## src/edfs_pkg.sv

```systemverilog
// Shared types, operation codes and a helper function for the EDF scheduler.
`default_nettype none

package edfs_pkg;

    localparam logic [1:0] FUNC_CLEAR = 2'd0;
    localparam logic [1:0] FUNC_LOAD  = 2'd1;
    localparam logic [1:0] FUNC_TICK  = 2'd2;

    localparam logic [15:0] CLOCK_MAX = 16'hFFFF;

    typedef enum logic [1:0] {
        ST_IDLE,
        ST_SCAN,
        ST_DONE
    } state_t;

    // Broadcast from the controller to every cell
    typedef struct packed {
        logic        tick;
        logic        hard;
        logic [15:0] clock;
        logic [7:0]  ld_ident;
        logic [15:0] ld_arrival;
        logic [15:0] ld_burst;
        logic [15:0] ld_deadline;
    } bcast_t;

    // Scan token handed from cell to cell, one cell per cycle
    typedef struct packed {
        logic        valid;
        logic        have;
        logic [15:0] deadline;
        logic [15:0] arrival;
        logic [7:0]  ident;
        logic        started;
        logic        rem_one;
        logic [4:0]  drop_cnt;
        logic [1:0]  pend;
    } token_t;

    // A task that cannot finish between arrival and deadline
    function automatic logic load_infeasible(
        input logic [15:0] arrival,
        input logic [15:0] burst,
        input logic [15:0] deadline
    );
        logic [16:0] finish;
        finish = {1'b0, arrival} + {1'b0, burst};
        return (burst != 16'd0) && ({1'b0, deadline} < finish);
    endfunction

endpackage

`default_nettype wire

```

## src/edfs_cell.sv

```systemverilog
// One task slot of the scheduler chain: holds the slot and folds it into the scan token.
`default_nettype none

module edfs_cell
    import edfs_pkg::*;
#(
    parameter int SLOT_W   = 4,
    parameter int CELL_IDX = 0
)(
    input  wire logic              clk,
    input  wire logic              rst_n,
    input  wire bcast_t            bc,
    input  wire logic              loaded,
    input  wire logic              wr_en,
    input  wire logic              dec_en,
    input  wire token_t            tok_in,
    input  wire logic [SLOT_W-1:0] pick_in,
    output token_t                 tok_out,
    output logic [SLOT_W-1:0]      pick_out
);

    logic [15:0] arrival_reg;
    logic [15:0] remaining_reg;
    logic [15:0] deadline_reg;
    logic [7:0]  ident_reg;
    logic        dropped_reg;
    logic        started_reg;

    token_t            tok_reg;
    token_t            tok_next;
    logic              tok_valid_reg;
    logic [SLOT_W-1:0] pick_reg;
    logic [SLOT_W-1:0] pick_next;

    logic        has_work;
    logic [16:0] finish_now;
    logic        drop_now;
    logic        live;
    logic        eligible;
    logic        beats;
    logic        take;

    always_comb
    begin
        has_work   = remaining_reg != 16'd0;
        finish_now = {1'b0, bc.clock} + {1'b0, remaining_reg};
        drop_now   = tok_in.valid && bc.tick && bc.hard && loaded && !dropped_reg
                     && has_work && (finish_now > {1'b0, deadline_reg});
        live       = loaded && !(dropped_reg || drop_now) && has_work;
        eligible   = bc.tick && live && (arrival_reg <= bc.clock);

        // Least deadline; hard mode breaks ties by arrival, then id
        if (deadline_reg != tok_in.deadline)
            beats = deadline_reg < tok_in.deadline;
        else if (!bc.hard)
            beats = 1'b0;
        else if (arrival_reg != tok_in.arrival)
            beats = arrival_reg < tok_in.arrival;
        else
            beats = ident_reg < tok_in.ident;

        take = eligible && (!tok_in.have || beats);

        tok_next          = tok_in;
        pick_next         = pick_in;
        tok_next.drop_cnt = tok_in.drop_cnt + {4'd0, drop_now};
        if (live && tok_in.pend != 2'd2)
            tok_next.pend = tok_in.pend + 2'd1;
        if (take)
        begin
            tok_next.have     = 1'b1;
            tok_next.deadline = deadline_reg;
            tok_next.arrival  = arrival_reg;
            tok_next.ident    = ident_reg;
            tok_next.started  = started_reg;
            tok_next.rem_one  = remaining_reg == 16'd1;
            pick_next         = SLOT_W'(CELL_IDX);
        end
    end

    // Slot contents
    always_ff @(posedge clk)
    begin
        if (wr_en)
        begin
            arrival_reg   <= bc.ld_arrival;
            remaining_reg <= bc.ld_burst;
            deadline_reg  <= bc.ld_deadline;
            ident_reg     <= bc.ld_ident;
            started_reg   <= 1'b0;
            dropped_reg   <= bc.hard &&
                             load_infeasible(bc.ld_arrival, bc.ld_burst, bc.ld_deadline);
        end
        else if (dec_en)
        begin
            remaining_reg <= remaining_reg - 16'd1;
            started_reg   <= 1'b1;
        end
        else if (drop_now)
        begin
            dropped_reg <= 1'b1;
        end
    end

    // Token stage toward the next cell
    always_ff @(posedge clk or negedge rst_n)
    begin
        if (!rst_n)
            tok_valid_reg <= 1'b0;
        else
            tok_valid_reg <= tok_in.valid;
    end

    always_ff @(posedge clk)
    begin
        tok_reg  <= tok_next;
        pick_reg <= pick_next;
    end

    always_comb
    begin
        tok_out       = tok_reg;
        tok_out.valid = tok_valid_reg;
        pick_out      = pick_reg;
    end

endmodule

`default_nettype wire

```

## src/edf_task_scheduler_unit.sv

```systemverilog
// Top level of the EDF task scheduler: controller, task table chain and result register.
//
//  channel | direction | handshake             | payload
//  --------+-----------+-----------------------+---------------------------------------------
//  in      | to block  | in_valid / in_stall   | func, task_id, arrival_time, burst_length,
//          |           |                       | deadline_time
//  out     | from block| out_valid / out_stall | ran_valid, ran_slot, ran_task, tick_time,
//          |           |                       | first_run, completed, newly_dropped,
//          |           |                       | work_pending, table_full
//  cfg     | to block  | cfg_valid / cfg_ready | cfg_hard_mode
//
//  Every item goes from acceptance to its result in steps: the scan token walks the cell
//  chain through the token register of each slot, the chain tail is latched, and the pick
//  is committed. The input reopens the cycle after the commit, so the block takes no new
//  item before the last one has committed.
//  Reset clears the fill count, the clock, the mode and all handshake state; slot contents
//  are written by loads and need no reset.
//  in_stall stays high while an item is in flight; a result waiting under out_stall holds
//  the commit, and the next item is taken as soon as the previous one has committed.
`default_nettype none

module edf_task_scheduler_unit
    import edfs_pkg::*;
#(
    parameter int MAX_TASKS = 16
)(
    input  wire logic        clk,
    input  wire logic        rst_n,

    input  wire logic        in_valid,
    output logic             in_stall,
    input  wire logic [1:0]  func,
    input  wire logic [7:0]  task_id,
    input  wire logic [15:0] arrival_time,
    input  wire logic [15:0] burst_length,
    input  wire logic [15:0] deadline_time,

    output logic             out_valid,
    input  wire logic        out_stall,
    output logic             ran_valid,
    output logic [3:0]       ran_slot,
    output logic [7:0]       ran_task,
    output logic [15:0]      tick_time,
    output logic             first_run,
    output logic             completed,
    output logic [4:0]       newly_dropped,
    output logic             work_pending,
    output logic             table_full,

    input  wire logic        cfg_valid,
    output logic             cfg_ready,
    input  wire logic        cfg_hard_mode
);

    localparam int SLOT_W = (MAX_TASKS > 1) ? $clog2(MAX_TASKS) : 1;
    localparam int CNT_W  = $clog2(MAX_TASKS + 1);

    // Control state
    state_t            state_reg;
    state_t            state_next;
    logic [CNT_W-1:0]  count_reg;
    logic [15:0]       clock_reg;
    logic              hard_reg;
    logic              start_reg;
    logic              out_valid_reg;

    // Item bookkeeping
    logic              tick_reg;
    logic              full_reg;
    logic              ldrop_reg;
    token_t            res_reg;
    logic [SLOT_W-1:0] res_pick_reg;

    // Result register
    logic              ran_valid_reg;
    logic [3:0]        ran_slot_reg;
    logic [7:0]        ran_task_reg;
    logic [15:0]       tick_time_reg;
    logic              first_run_reg;
    logic              completed_reg;
    logic [4:0]        dropped_reg;
    logic              pending_reg;
    logic              table_full_reg;

    // Handshake and sequencing strobes
    logic              in_accept;
    logic              tbl_full;
    logic              do_load;
    logic              tail_seen;
    logic              out_free;
    logic              commit;

    bcast_t            bc;
    token_t            tok  [MAX_TASKS+1];
    logic [SLOT_W-1:0] pick [MAX_TASKS+1];
    logic [MAX_TASKS-1:0] loaded;
    logic [MAX_TASKS-1:0] wr_en;
    logic [MAX_TASKS-1:0] dec_en;

    logic              ran_now;
    logic              pend_after;
    logic [SLOT_W+3:0] slot_ext;

    assign in_accept = in_valid && !in_stall;
    assign tbl_full  = count_reg == CNT_W'(MAX_TASKS);
    assign do_load   = in_accept && (func == FUNC_LOAD) && !tbl_full;
    assign tail_seen = tok[MAX_TASKS].valid;
    assign out_free  = !out_valid_reg || !out_stall;
    assign commit    = (state_reg == ST_DONE) && out_free;
    assign cfg_ready = 1'b1;

    // Next state
    always_comb
    begin
        state_next = state_reg;
        unique case (state_reg)
            ST_IDLE: if (in_accept) state_next = ST_SCAN;
            ST_SCAN: if (tail_seen) state_next = ST_DONE;
            ST_DONE: if (out_free)  state_next = ST_IDLE;
            default: state_next = ST_IDLE;
        endcase
    end

    // Outputs of the sequencer
    always_comb
    begin
        in_stall = 1'b1;
        unique case (state_reg)
            ST_IDLE: in_stall = 1'b0;
            ST_SCAN: in_stall = 1'b1;
            ST_DONE: in_stall = 1'b1;
            default: in_stall = 1'b1;
        endcase
    end

    always_ff @(posedge clk or negedge rst_n)
    begin
        if (!rst_n)
        begin
            state_reg     <= ST_IDLE;
            count_reg     <= '0;
            clock_reg     <= 16'd0;
            hard_reg      <= 1'b0;
            start_reg     <= 1'b0;
            out_valid_reg <= 1'b0;
        end
        else
        begin
            state_reg <= state_next;
            start_reg <= in_accept;
            if (cfg_valid && cfg_ready)
                hard_reg <= cfg_hard_mode;

            // Clear drops the table and zeroes the clock; load claims the next slot
            if (in_accept && func == FUNC_CLEAR)
            begin
                count_reg <= '0;
                clock_reg <= 16'd0;
            end
            else if (do_load)
            begin
                count_reg <= count_reg + CNT_W'(1);
            end
            else if (commit && tick_reg && clock_reg != CLOCK_MAX)
            begin
                clock_reg <= clock_reg + 16'd1;
            end

            if (commit)
                out_valid_reg <= 1'b1;
            else if (!out_stall)
                out_valid_reg <= 1'b0;
        end
    end

    // Capture the item kind at accept, and the scan result at the chain tail
    always_ff @(posedge clk)
    begin
        if (in_accept)
        begin
            tick_reg  <= func == FUNC_TICK;
            full_reg  <= (func == FUNC_LOAD) && tbl_full;
            ldrop_reg <= do_load && hard_reg &&
                         load_infeasible(arrival_time, burst_length, deadline_time);
        end
        if (state_reg == ST_SCAN && tail_seen)
        begin
            res_reg      <= tok[MAX_TASKS];
            res_pick_reg <= pick[MAX_TASKS];
        end
    end

    // Broadcast to the cells and the head of the scan chain
    always_comb
    begin
        bc.tick        = tick_reg;
        bc.hard        = hard_reg;
        bc.clock       = clock_reg;
        bc.ld_ident    = task_id;
        bc.ld_arrival  = arrival_time;
        bc.ld_burst    = burst_length;
        bc.ld_deadline = deadline_time;

        tok[0]          = '0;
        tok[0].valid    = start_reg;
        pick[0]         = '0;
    end

    assign ran_now = tick_reg && res_reg.have;

    genvar gi;
    generate
        for (gi = 0; gi < MAX_TASKS; gi++)
        begin : g_cell
            assign loaded[gi] = CNT_W'(gi) < count_reg;
            assign wr_en[gi]  = do_load && (count_reg == CNT_W'(gi));
            assign dec_en[gi] = commit && ran_now && (res_pick_reg == SLOT_W'(gi));

            edfs_cell #(
                .SLOT_W   (SLOT_W),
                .CELL_IDX (gi)
            ) u_cell (
                .clk      (clk),
                .rst_n    (rst_n),
                .bc       (bc),
                .loaded   (loaded[gi]),
                .wr_en    (wr_en[gi]),
                .dec_en   (dec_en[gi]),
                .tok_in   (tok[gi]),
                .pick_in  (pick[gi]),
                .tok_out  (tok[gi+1]),
                .pick_out (pick[gi+1])
            );
        end
    endgenerate

    // Work left after this item: the pick drops out only if it just finished
    always_comb
    begin
        pend_after = (res_reg.pend == 2'd2) ||
                     (res_reg.pend == 2'd1 && !(ran_now && res_reg.rem_one));
        slot_ext   = {4'd0, res_pick_reg};
    end

    always_ff @(posedge clk)
    begin
        if (commit)
        begin
            ran_valid_reg  <= ran_now;
            ran_slot_reg   <= ran_now ? slot_ext[3:0] : 4'd0;
            ran_task_reg   <= ran_now ? res_reg.ident : 8'd0;
            tick_time_reg  <= clock_reg;
            first_run_reg  <= ran_now && !res_reg.started;
            completed_reg  <= ran_now && res_reg.rem_one;
            dropped_reg    <= res_reg.drop_cnt | {4'd0, ldrop_reg};
            pending_reg    <= pend_after;
            table_full_reg <= full_reg;
        end
    end

    assign out_valid     = out_valid_reg;
    assign ran_valid     = ran_valid_reg;
    assign ran_slot      = ran_slot_reg;
    assign ran_task      = ran_task_reg;
    assign tick_time     = tick_time_reg;
    assign first_run     = first_run_reg;
    assign completed     = completed_reg;
    assign newly_dropped = dropped_reg;
    assign work_pending  = pending_reg;
    assign table_full    = table_full_reg;

endmodule

`default_nettype wire

```

## config.mk

```make
export PLATFORM = sky130hd
export DESIGN_NAME = edf_task_scheduler_unit
export DESIGN_NICKNAME = d
export VERILOG_FILES = /design/src/edfs_pkg.sv /design/src/edfs_cell.sv /design/src/edf_task_scheduler_unit.sv
export SDC_FILE = /design/constraint.sdc
export NUM_CORES = 2
export LEC_CHECK = 0
export BUFFER_PORTS_ARGS = -buffer_cell sky130_fd_sc_hd__buf_2
export CAP_MARGIN = 10
export CORE_AREA = 4 4 662 664
export DETAILED_ROUTE_END_ITERATION = 16
export DIE_AREA = 0 0 666 668
export PLACE_DENSITY = 0.37
export SETUP_SLACK_MARGIN = 0.3
export SYNTH_ARGS = -nofsm -noshare
export SYNTH_HDL_FRONTEND = slang
export SYNTH_SLANG_ARGS = --single-unit
```

## constraint.sdc

```tcl
create_clock -name clk -period 7.7 [get_ports clk]
set_input_delay 0.385 -clock clk [delete_from_list [all_inputs] [get_ports clk]]
set_output_delay 0.385 -clock clk [all_outputs]
set_load 0.01 [all_outputs]
```

# Word level (Yosys, flattened, before mapping)
# Cells that the tools add are included.
dict set report classes {
  n_eq_ne 120
  add_sub_neg 65
  reduce_logical 398
  magnitude_cmp 94
  bitwise 1
  n_div 0
  muxes 170
  shift 0
  mul 0
}
# operator n
set ops {}
lappend ops {{42-bit 2-to-1 mux} 14}
lappend ops {{16-bit 2-to-1 mux} 35}
lappend ops {{16-bit < comparator} 30}
lappend ops {{16-bit inequality test} 30}
lappend ops {{16-bit by 16-bit adder with 17-bit output} 17}
lappend ops {{17-bit by 16-bit > comparator with 1-bit output} 16}
lappend ops {{16-bit nonzero test} 17}
lappend ops {{16-bit by 1-bit == test with 1-bit output, second input constant} 16}
lappend ops {{16-bit less-or-equal comparator} 16}
lappend ops {{16-bit by 1-bit subtractor with 16-bit output, second input constant} 16}
lappend ops {{1-bit logical AND} 240}
lappend ops {{8-bit < comparator} 15}
lappend ops {{1-bit 2-to-1 mux} 98}
lappend ops {{5-bit by 1-bit adder with 5-bit output} 14}
lappend ops {{2-bit nonzero test} 34}
lappend ops {{1-bit logical NOT} 52}
lappend ops {{43-bit 2-to-1 mux} 1}
lappend ops {{5-bit by 4-bit == test with 1-bit output, second input constant} 8}
lappend ops {{4-bit by 5-bit < comparator with 1-bit output, first input constant} 8}
lappend ops {{2-bit by 1-bit inequality test with 1-bit output, second input constant} 19}
lappend ops {{2-bit 2-to-1 mux} 18}
lappend ops {{2-bit AND reduction} 17}
lappend ops {{1-bit logical OR} 33}
lappend ops {{4-bit == test, second input constant} 8}
lappend ops {{29 further kinds} 76}
dict set report totals {
  latch_bits 0
  word_cells 1126
  mem_bits_ro 0
  ramBits 0
  input_bits 64
  register_bits 1845
  memories 0
}

# Depth between registers and ports, before layout
dict set report depth {
  word_depth 14
  ltp_mapped 25
  ltp_nobuf 25
}

# Cells and area by module
# Synthesis repeated with hierarchy kept, for this count alone.
dict set report unflattened {
  hier_cells 12436
  hier_area_um2 126717.8
}
# mod area_per_inst_um2 cells_each instances
set modules_own_cells {}
lappend modules_own_cells {{edfs_cell (g_cell[12].u_cell ...)} 7656.1 756 6}
lappend modules_own_cells {{edfs_cell (g_cell[10].u_cell ...)} 7548.5 739 3}
lappend modules_own_cells {{edfs_cell (g_cell[0].u_cell ...)} 7552.2 739 2}
lappend modules_own_cells {{edfs_cell (g_cell[14].u_cell)} 7688.6 747 1}
lappend modules_own_cells {{edfs_cell (g_cell[4].u_cell)} 7672.4 756 1}
lappend modules_own_cells {{edfs_cell (g_cell[8].u_cell)} 7651.1 753 1}
lappend modules_own_cells {{edfs_cell (g_cell[2].u_cell)} 7578.5 746 1}
lappend modules_own_cells {{edfs_cell (g_cell[9].u_cell)} 7502.2 748 1}
lappend modules_own_cells {edf_task_scheduler_unit 4938.5 455 1}

# Worst setup path after synthesis
# No wires, ideal clock.
dict set report synth_timing {
  path_kind {flip-flop to flip-flop}
  from {reg clock_reg[1]}
  to {reg g_cell[7].u_cell.tok_reg (netlist bit g_cell[7].u_cell.tok_out[32])}
  t_required_ps 7579
  setup_ps 121
  setup_slack_ps 1877
  n_path_buf 1
  stages_incl_launch_ff 21
  arrival_ps 5702
  path_cell_list {dfrtp_1 -> inv_1 -> fa_1 -> nand2b_1 -> a211oi_1 -> o21bai_1 -> a211oi_1 -> nor2_1 -> o21ai_0 -> xnor2_1 -> ha_1 -> nand3_1 -> nor2_1 -> nand3_1 -> and2_1 -> a221o_1 -> a32oi_1 -> nand2b_1 -> a211oi_2 -> buf_2 -> mux2_2}
}
# item line
set synth_lines {}
lappend synth_lines {{start, declared} edf_task_scheduler_unit.sv:62} ;# logic [15:0] clock_reg;
lappend synth_lines {{start signal, assigned} edf_task_scheduler_unit.sv:166} ;# clock_reg <= clock_reg + 16'd1;
lappend synth_lines {{end signal, assigned} edfs_cell.sv:116} ;# tok_reg <= tok_next;
lappend synth_lines {{end, declared} edfs_cell.sv:29} ;# token_t tok_reg;

==> results <==
- Ranked by total cell area, the synthesized netlist is headed by sky130_fd_sc_hd__edfxtp_1 28%, sky130_fd_sc_hd__ha_1 18%, sky130_fd_sc_hd__dfxtp_1 16%.
- For this run, the leading register cell type out of synthesis is sky130_fd_sc_hd__edfxtp_1.
- The via count is 74200.
- Of the total power, the share spent switching nets is 0.322.
- The flip-flop count of the largest register, all copies and words added is about 760.
- After filler insertion, the fill cell instance count of the layout stands at 45100.
- In the finished design, the share of the clock period the worst path needs comes to 0.838.
- In the final layout, the share of cells above drive strength 1 is 0.111.
- The share of flip-flops with an asynchronous set or reset is 0.0228.
- The remaining max-slew budget at the tightest pin is 0.165.
- The CTS tree is yes.
- For this configuration, the core starts out at a cell density of 0.239.
- The number of violations reported at the end of detailed-routing iteration 0 is 5596.
- The number of input and output port buffers inserted is between 100 and 150.
- The share of total power in combinational logic is 0.242.
- The type of destination of the critical path is a flop.
- The worst-case vdd ir drop is between 0.00015 and 0.0002 V.
- Of the total power, registers draw 0.374.
- Clock latency on the worst-skew pair, taken at its later pin, is between 0.9 and 1 ns.
- At the end of the flow, the number of nets in the layout was about 12000.
- The minimum period implied by the final worst setup slack is around 6.5 ns.
- The wire length of the first global-routing pass is 566 mm.
- The net count of the mapped netlist is 11200.
- The completed layout was analyzed and its total power is 28.9 mW.
- The final design instance area without fill is between 100000 and 150000 sq um.
- The share of synthesized area occupied by flip-flops and latches is 0.453.
- The data arrival time at the worst-slack endpoint is 7.25 ns.
- The die area is ~440000 sq um.
- Counting every sink on the clock net gives 1839.
- The flow ran to the end, and the final reports show no timing, DRC or antenna violations.
- The class of the most critical hold timing path is in -> reg.
- The top-level port count is around 110.
- The setup slack after layout is 1.25 ns.
- The number of global-route vias before repair is 75000.
- STA puts the critical path data required time at between 8 and 9 ns.
- The area of the mapped netlist is 103000 sq um.
- The setup violation total in the final timing report is 0.
- The share of synthesized area in the top cell type comes to 0.283.
- The cell-internal power is 19.6 mW.
- Setup repair after global routing left no endpoint under its margin.
- The number of antenna violations at the first check in global routing was 62.
- The largest buffer count on any clock path is 4.
- The cell type contributing the most total cell area after synthesis is sky130_fd_sc_hd__edfxtp_1.
- The average via count per standard cell is 4.65.
- The final standard cell count with taps included and fillers excluded is 16000.
- The cell sitting at the root of the clock tree is a sky130_fd_sc_hd__clkbuf_16.
- The switching power of the nets is 9.30 mW.
- The placer's final routability congestion estimate is 0.875.
- After clock tree synthesis, the clock-pin slew on the worst setup and hold paths is 0.06 ns.
- The post-route setup TNS is 0 ns.
- The post-cts resize count is 0.
- STA classifies the critical path startpoint as a flop.
- The total DRC errors in the routed layout is 0.
- CTS built an H-tree with a depth of 4.
- The total CTS buffers is 228.
- The power per standard cell area is 241 nW/um^2.
- After detailed placement, the design holds a cell count of around 15000.
- The count of standard-cell rows is 242.
- The total length of routed wires is 405 mm.
- The worst setup path is of the reg -> reg kind.
- The average wire per cell in the routed design is 25.4 microns.
- The area overhead of the layout relative to synthesis is 15.8%.
- The count of antenna-violating nets left after detailed routing is 0.
- In this run, synthesis inferred about 980 flip-flops with an integrated enable.
- Yosys printed 0 warnings.
- Based on the critical path, the design can be clocked at up to between 150 and 200 MHz.
- The gate count of the mapped netlist is 9640.
- Before CTS, the worst setup slack after placement is 1.35 ns.
- The placed standard-cell area is 112000 sq um.
- Summing all multi-input logic gate instances after layout gives 51900 sq um.
- The max-cap violation count is 0.
- After global routing the overflow that remains totals 0.
- The average cell area after synthesis is around 11 sq um.
- The maximum number of pins on one net before global-route repair is 75.
- The clock arrives with around 0.054 ns of skew.
- For this run, the total global-route usage over all layers was measured as 0.177.
- The number of max-slew violations in the final report is 0.
- The floorplan step set the die width to 666 microns.
- The hold violation total from the final report is 0.
- The combined flip-flop and latch cell area is 46800 sq um.
- Summed over all cells, the static leakage comes to 47.6 nW.
- The core area is 433000 sq um.
- The share of total power dissipated in the clock network is 0.384.
- In this run the worst path has a maximum fanout of 45.
- The height of the die is 668 microns.
- At the pin with the least slew margin, the transition time is 1.25 ns.
- Synthesis inferred 1839 register bits.
- The number of distinct standard cells referenced by the synthesized netlist is 99.
- Detailed placement ended at an HPWL of 307 mm.
- The number of search-and-repair iterations in the first detailed-routing pass is 6.
## worst max-delay path, stage by stage (launching register included)
cell,delay (ns)
sky130_fd_sc_hd__dfrtp_2,0.39
sky130_fd_sc_hd__clkinv_2,0.50
sky130_fd_sc_hd__buf_4,0.46
sky130_fd_sc_hd__fa_1,0.49
sky130_fd_sc_hd__nor2b_1,0.16
sky130_fd_sc_hd__o31a_1,0.21
sky130_fd_sc_hd__o2111ai_1,0.17
sky130_fd_sc_hd__a21boi_1,0.23
sky130_fd_sc_hd__o311a_1,0.23
sky130_fd_sc_hd__o21a_1,0.12
sky130_fd_sc_hd__nor2_1,0.05
sky130_fd_sc_hd__xnor2_1,0.13
sky130_fd_sc_hd__ha_1,0.30
sky130_fd_sc_hd__nand4_1,0.12
sky130_fd_sc_hd__nor3_1,0.29
sky130_fd_sc_hd__a22o_1,0.20
sky130_fd_sc_hd__o211ai_1,0.10
sky130_fd_sc_hd__a41o_1,0.29
sky130_fd_sc_hd__a211oi_4,0.20
sky130_fd_sc_hd__buf_4,0.40
sky130_fd_sc_hd__and2_2,0.77
sky130_fd_sc_hd__mux2_2,0.42
## metal layers
layer / GRT usage / share of wire
met5: 0 / 0
met4: 0.0556 / 0.035
met3: 0.0168 / 0.041
met2: 0.300 / 0.47
met1: 0.236 / 0.46
## final cells by class
| type | instances | share of cell area |
|---|---|---|
| timing repair buffer | 311 | 0.0185 |
| inverter | 1060 | 0.0332 |
| clock inverter | 111 | 0.00927 |
| multi-input combinational | 6561 | 0.433 |
| clock buffer | 318 | 0.0542 |
| tap | 5734 | 0.0599 |
| antenna | 24 | 0.000502 |
| sequential | 1839 | 0.391 |
## power by group through the flow
stage | combinational, mW | clock, mW | sequential [mW]
2_1_floorplan | 4.24 | 0 | 10.8
3_3_place_gp | 6.88 | 0 | 11.0
3_5_place_dp | 6.98 | 0 | 11.0
4_1_cts | 7.05 | 11.4 | 10.8
5_1_grt | 7.75 | 11.8 | 10.8
6_report | 6.99 | 11.1 | 10.8
## repair_timing
item                      in CTS  in global routing
hold endpoints to repair     115                  0
buffers inserted               0                  0
hold buffers                  23                  0
## through the flow
stage,hold slack (ns),util
2_1_floorplan,0.0894,-
3_3_place_gp,0.235,0.258
3_5_place_dp,0.237,0.258
4_1_cts,0.000666,0.276
5_1_grt,0.0440,0.276
6_report,0.0737,0.276
## cell usage after synthesis (109+ instances only)
library cell               number
sky130_fd_sc_hd__xnor2_1      370
sky130_fd_sc_hd__nand4_1      196
sky130_fd_sc_hd__nand2_1      418
sky130_fd_sc_hd__nor2_1       560
sky130_fd_sc_hd__dfxtp_1      822
sky130_fd_sc_hd__mux2i_1      210
sky130_fd_sc_hd__nand3_1      194
sky130_fd_sc_hd__edfxtp_1     975
sky130_fd_sc_hd__mux2_2       322
sky130_fd_sc_hd__a21oi_1      559
sky130_fd_sc_hd__inv_1       1055
sky130_fd_sc_hd__nor2b_1      160
sky130_fd_sc_hd__o21ai_0      480
sky130_fd_sc_hd__ha_1        1463
sky130_fd_sc_hd__a21o_1       260
sky130_fd_sc_hd__nor4_1       109
sky130_fd_sc_hd__nor3_1       161
## cell families (layout without fill, tap and decap cells)
group / count (synthesis) / count (layout) / synth area share
AOI/OAI and AO/OA: 1849 / 1849 / 0.112
xor gates and xnor gates: 469 / 469 / 0.0397
adders and majority gates: 1480 / 1480 / 0.180
buffers and inverters: 1240 / 1800 / 0.0472
DFF: 1839 / 1839 / 0.453
muxes: 575 / 575 / 0.0616
other: 1 / 25 / 0.0000363
and+or+nand+nor: 2187 / 2187 / 0.107
## worst paths after layout
check	depth (start not counted)	startpoint	to	slack, ns
min in group asynchronous	3	rst_n	g_cell[4].u_cell.tok_valid_reg	0.31
max in group asynchronous	3	rst_n	clock_reg[0]	6.61
worst min register to register	0	g_cell[15].u_cell.tok_out[0]	res_reg[0]	0.40
worst max register to register	21	clock_reg[1]	g_cell[5].u_cell.tok_out[33]	1.25
worst max-delay path	21	clock_reg[1]	g_cell[5].u_cell.tok_out[33]	1.25
worst min-delay path	2	deadline_time[9]	g_cell[1].u_cell.deadline_reg[9]	0.07
## cell usage in the layout (no fill, tap or decap), types with 106 or more instances in the layout
cell / netlist / layout
sky130_fd_sc_hd__ha_1: 1463 / 1463
sky130_fd_sc_hd__inv_1: 1055 / 1044
sky130_fd_sc_hd__edfxtp_1: 975 / 975
sky130_fd_sc_hd__dfxtp_1: 822 / 822
sky130_fd_sc_hd__a21oi_1: 559 / 557
sky130_fd_sc_hd__nor2_1: 560 / 557
sky130_fd_sc_hd__o21ai_0: 480 / 470
sky130_fd_sc_hd__nand2_1: 418 / 418
sky130_fd_sc_hd__xnor2_1: 370 / 370
sky130_fd_sc_hd__mux2_2: 322 / 322
sky130_fd_sc_hd__a21o_1: 260 / 260
sky130_fd_sc_hd__clkbuf_16: 0 / 240
sky130_fd_sc_hd__mux2i_1: 210 / 210
sky130_fd_sc_hd__nand4_1: 196 / 196
sky130_fd_sc_hd__nand3_1: 194 / 193
sky130_fd_sc_hd__buf_4: 5 / 180
sky130_fd_sc_hd__nor2b_1: 160 / 160
sky130_fd_sc_hd__nor3_1: 161 / 158
sky130_fd_sc_hd__nor4_1: 109 / 106
No activity file was read; power rests on OpenSTA's default activity.
